===== src/itma_div.sv =====
// Restoring divider that produces one quotient bit per clock cycle.
`timescale 1ns / 1ps

module itma_div #(
    parameter int DW = 46,
    parameter int VW = 7
) (
    input  logic          clk,
    input  logic          rst_n,
    input  logic          start,
    input  logic [DW-1:0] dividend,
    input  logic [VW-1:0] divisor,
    output logic          done,
    output logic [DW-1:0] quotient
);

    localparam int CNTW = $clog2(DW + 1);

    logic [DW-1:0]   work_reg;
    logic [VW-1:0]   rem_reg;
    logic [VW-1:0]   dsor_reg;
    logic [CNTW-1:0] count_reg;
    logic            run_reg;
    logic            done_reg;

    logic [VW:0]   rem_shift;
    logic [VW:0]   rem_diff;
    logic          fits;
    logic [VW-1:0] rem_next;
    logic [DW-1:0] work_next;

    // The partial remainder stays below the divisor, so both branches fit in VW bits.
    always_comb
    begin
        rem_shift = {rem_reg, work_reg[DW-1]};
        rem_diff  = rem_shift - {1'b0, dsor_reg};
        fits      = (rem_shift >= {1'b0, dsor_reg});
        rem_next  = fits ? rem_diff[VW-1:0] : rem_shift[VW-1:0];
        work_next = {work_reg[DW-2:0], fits};
    end

    always_ff @(posedge clk or negedge rst_n)
    begin
        if (!rst_n)
        begin
            run_reg   <= 1'b0;
            done_reg  <= 1'b0;
            count_reg <= '0;
        end
        else
        begin
            done_reg <= 1'b0;
            if (start)
            begin
                run_reg   <= 1'b1;
                count_reg <= CNTW'(DW);
            end
            else if (run_reg)
            begin
                count_reg <= count_reg - 1'b1;
                if (count_reg == CNTW'(1))
                begin
                    run_reg  <= 1'b0;
                    done_reg <= 1'b1;
                end
            end
        end
    end

    always_ff @(posedge clk)
    begin
        if (start)
        begin
            work_reg <= dividend;
            rem_reg  <= '0;
            dsor_reg <= divisor;
        end
        else if (run_reg)
        begin
            work_reg <= work_next;
            rem_reg  <= rem_next;
        end
    end

    assign done     = done_reg;
    assign quotient = work_reg;

endmodule


===== config.mk =====
export PLATFORM = sky130hd
export DESIGN_NAME = itma_div
export DESIGN_NICKNAME = d
export VERILOG_FILES = /design/src/itma_div.sv
export SDC_FILE = /design/constraint.sdc
export NUM_CORES = 1
export LEC_CHECK = 0
export ABC_AREA = 1
export BUFFER_PORTS_ARGS = -buffer_cell sky130_fd_sc_hd__clkbuf_2
export CAP_MARGIN = 20
export CORE_UTILIZATION = 51
export DETAILED_ROUTE_END_ITERATION = 8
export GPL_TIMING_DRIVEN = 1
export HOLD_SLACK_MARGIN = 0.15
export PLACE_DENSITY = 0.81
export RECOVER_POWER = 100
export SYNTH_ARGS = -nofsm -noshare
export SYNTH_HDL_FRONTEND = slang
export SYNTH_SLANG_ARGS = --single-unit

===== constraint.sdc =====
create_clock -name clk -period 2.5 [get_ports clk]
set_clock_uncertainty 0.05 [all_clocks]
set_input_delay 0.125 -clock clk [delete_from_list [all_inputs] [get_ports clk]]
set_output_delay 0.125 -clock clk [all_outputs]
set_load 0.1 [all_outputs]

Yosys cells after proc, flatten, opt, wreduce, memory -nomap -nowiden:

Cells that the tools add are included.

* bits in registers: 68
* bits of input ports: 56
* logic and storage cells: 22
* output and inout port bits: 47

* mux-type cells: 11
* equality and inequality tests: 1
* reductions and logical operators: 1
* add/sub/neg operators: 2
* order comparisons: 1

Operator list (number)
* $mux 46: 2
* $mux 6: 2
* $ge 8x7->1: 1
* $mux 7: 1
* $sub 7x7->7: 1
* $eq 6x1->1 const B: 1
* $mux 1: 6
* $sub 6x1->6 const B: 1
* $reduce_bool 2->1: 1

Longest topological paths before layout:

* word-level depth: 4
* depth in mapped cells: 12
* depth with buffers taken out: 12

Least setup slack after synthesis:

No wires, ideal clock.

* path kind: reg2reg
* start: register work_reg[45] (netlist: quotient[45])
* end: register rem_reg[0]
* buffers on the path: 0
* required time: 2364 ps
* cell stages (with the launch flop): 13
* slack: -16 ps
* clock period less this slack: 2516 ps
* arrival: 2380 ps
* setup time: 86 ps
* cell sequence: edfxtp_1 > inv_1 > ha_1 > fa_1 > inv_1 > nand2_1 > nand2_1 > nand2_1 > nand2_1 > nand2_1 > nand3_1 > nand3_1 > o21ai_2

* longest elaborated chain between the ends: 2
* elaborated cells on any way between the ends: 3
* classes of those cells: 1 x add/sub; 1 x order compare; 1 x mux

Ends and longest elaborated chain
* start: declaration: line 19 `logic [DW-1:0] work_reg;`
* start signal: assignment: line 74 `work_reg <= dividend;`
* start signal: assignment: line 80 `work_reg <= work_next;`
* $sub 7x7->7 or $ge 8x7->1 (tied branches): line 36, 37
* $mux 7 *: line 38 `rem_next = fits ? rem_diff[VW-1:0] : rem_shift[VW-1:0];`
* end signal: assignment: line 81 `rem_reg <= rem_next;`
* end: declaration: line 20 `logic [VW-1:0] rem_reg;`

Mark *: on every way between the ends. The rest lies on a longest branch, timed or not.
A chain may end at the register's enable or synchronous reset.

Worst setup path after layout:

* start: register run_reg
* end: register work_reg[25] (netlist: quotient[25]) (enable)

* longest elaborated chain between the ends: 1

Ends and longest elaborated chain
* start: declaration: line 23 `logic run_reg;`
* start signal: assignment: line 46 `run_reg <= 1'b0;`
* start signal: assignment: line 55 `run_reg <= 1'b1;`
* start signal: assignment: line 63 `run_reg <= 1'b0;`
* $reduce_bool 2->1 (no line)

Every way passes these cells.

==> results.tsv <==
metric	value	unit
synth-seq-cells	68	
yosys-top-cells-area	edfxtp_1 (49%), nand2_1 (21%), dfrtp_1 (6.1%)	
finalWirelength	8.98	mm
num_io_pins	103	
startpoint	run_reg	
cap_violations	0	
run_status	finished clean	
worst_r2r_path_depth	3	
grt_setup_unrepaired	no	
crit_path_max_fanout	16	
wl_per_cell	15.0	um
antenna_found_initial	0	
cts_resized	0	
rows	28	
synthCells	357	
start_util	54.0	%
grt-ovfl-total	0	
drt_pass1_iterations	5	
syn_area	0.00327	mm^2
final_antenna_net_count	0	
path_cells	nor2_1 -> inv_1 -> clkbuf_2	
hp-class	in2reg	
path_buf_inv	2	
crit_required	2.47	ns
cts_tree	built	
hold_violations	0	
finalSetupTns	0	ns
yosys.area.top_type_share	48.6	%
drc	0	
reg2reg_from	run_reg	
drive_gt1_share	14.3	%
postCtsSetupBuffers	0	
endpoint_kind	flop	
critPathMaxStageDelay	0.48	ns
synth_edf_count	53	
grt_util_all_layers	29.2	%
cts_hold_buffers	55	
power.switching	1630	uW
syn_nets	423	
crit_family	buffers and inverters	
swShare	43.2	%
worstSetupEndpoint	quotient[25]	
synthFlopType	edfxtp_1	
place.gp.congestion	0.807	
power.internal	2140	uW
area_growth_syn_to_layout	37.9	%
pwr-share-clk	20.3	%
power_density	835	mW/mm^2
worst-path-stages	3	
seqPwrFrac	39.3	%
die-area	0.00674	mm^2
slew_violations	0	
fill_cells	436	
die-height	82.1	um
synth_commonest_cells	nand2_1 (181), edfxtp_1 (53), inv_1 (28)	
drtIter0Drc	238	
first_global_vias	2985	
setup_viol_count_final	0	
avgSynthCellArea	9.16	um^2
antenna_cells	0	
fp.coreArea	0.00606	mm^2
cts_max_level	3	
async_flop_share	11.8	%
cts_max_path_buffers	2	
die_x	82.1	um
fmax	469	MHz
irDropWorstVdd	0.761	mV
yosys_warnings	0	
clk_latency	0.34	ns
min_period	2.13	ns
viasPerCell	5.18	
cts.sinks	68	
rrSetupSlack	0.37	ns
path_class	reg2reg	
cp-start-kind	flop	
synth_cell_types	31	
seq_area_frac_synth	59.0	%
largest_reg_flops	46	
grt_max_degree	46	
rr_endpoint	quotient[25]	
synth.largest_area_cell	edfxtp_1	
dpl_cell_area	0.00388	mm^2
crit_slowest_cell	nor2_1	
dp_hpwl	5.36	mm
period_share	85.3	%
final_area	0.00451	mm^2
crit_arrival	2.11	ns
post-synth-top-count-cell	nand2_1	
combinationalPowerShare	40.4	%
cts_buffers	9	
clk_pin_slew	0.08	ns
tightest_slew	1.37	ns
relSlewSlack	8.99	%
nets	585	
power	3770	uW
cts_root_buffer	clkbuf_8	
port_buffers	102	
grt_pass1_wl	14.0	mm
vias	3102	
p_leak	0.00219	uW
[per-stage QoR]
stage / cells / utilization, % / setup WS [ns] / hold WS [ns]
5_1_grt: 599 / 74.4 / 0.228 / 0.323
4_1_cts: 599 / 75.7 / 0.531 / 0.187
2_1_floorplan: 357 / - / 0.0142 / -0.221
3_3_place_gp: 528 / 64.0 / 0.658 / -0.0687
3_5_place_dp: 528 / 64.0 / 0.545 / -0.0680
6_report: 599 / 74.4 / 0.367 / 0.311
[how the worst min path moves through the flow]
stage | startpoint | slack [ns] | cells past startpoint | end
detailed placement | rst_n | -0.07 | 1 | done
finish | start | 0.31 | 1 | dsor_reg[6]
floorplan | rst_n | -0.22 | 0 | count_reg[0]
CTS | start | 0.19 | 2 | count_reg[4]
global placement | rst_n | -0.07 | 1 | count_reg[5]
global route | start | 0.32 | 1 | dsor_reg[6]
[kinds of logic after synthesis]
kind of cell               after synthesis  share of synthesized area (%)
and+or+nand+nor                        226                           29.1
DFF                                     68                           59.0
buffers and inverters                   39                           4.70
AOI/OAI and AO/OA                       11                           2.29
adders and majority gates               10                           4.05
xor gates and xnor gates                 3                          0.803
[placed cells by master (no fill, tap or decap), types with 7 or more instances in the layout]
cell,count
dfrtp_1,8
nand3_1,14
dfxtp_1,7
clkbuf_1,51
nand2_1,181
clkbuf_2,55
edfxtp_1,53
inv_1,28
dlygate4sd3_1,55
clkbuf_8,9
nor2_1,14
ha_1,9
[per-layer routing]
metal,vias to the layer above,wire length [um],GRT usage (%)
met4,0,300,16.0
li1,1472,-,-
met1,1432,3360,32.9
met3,25,685,7.14
met5,-,0,0
met2,173,4640,50.7
[worst reg2reg max path, cell delays in order (launching register included)]
cell and delay [ns]:
dfrtp_1 0.43, nor2_1 0.48, inv_1 0.47, clkbuf_2 0.40
[power groups by stage]
stage	sequential (uW)	combinational (uW)	clock [uW]
after floorplan	2020	646	0
final	1480	1520	764
after global routing	1490	1650	819
after CTS	1480	1530	760
after detailed placement	1500	1460	0
after global placement	1490	1420	0
[cell type report]
cell class	count	area [um^2]	area share, %
Tap cell	75	93.8	2.08
Multi-Input combinational cell	250	1180	26.2
Clock buffer	10	128	2.83
Inverter	28	105	2.33
Clock inverter	6	31.3	0.693
Timing Repair Buffer	162	1040	23.1
Sequential cell	68	1930	42.8
Note: power is estimated with default switching activity, not from simulation.
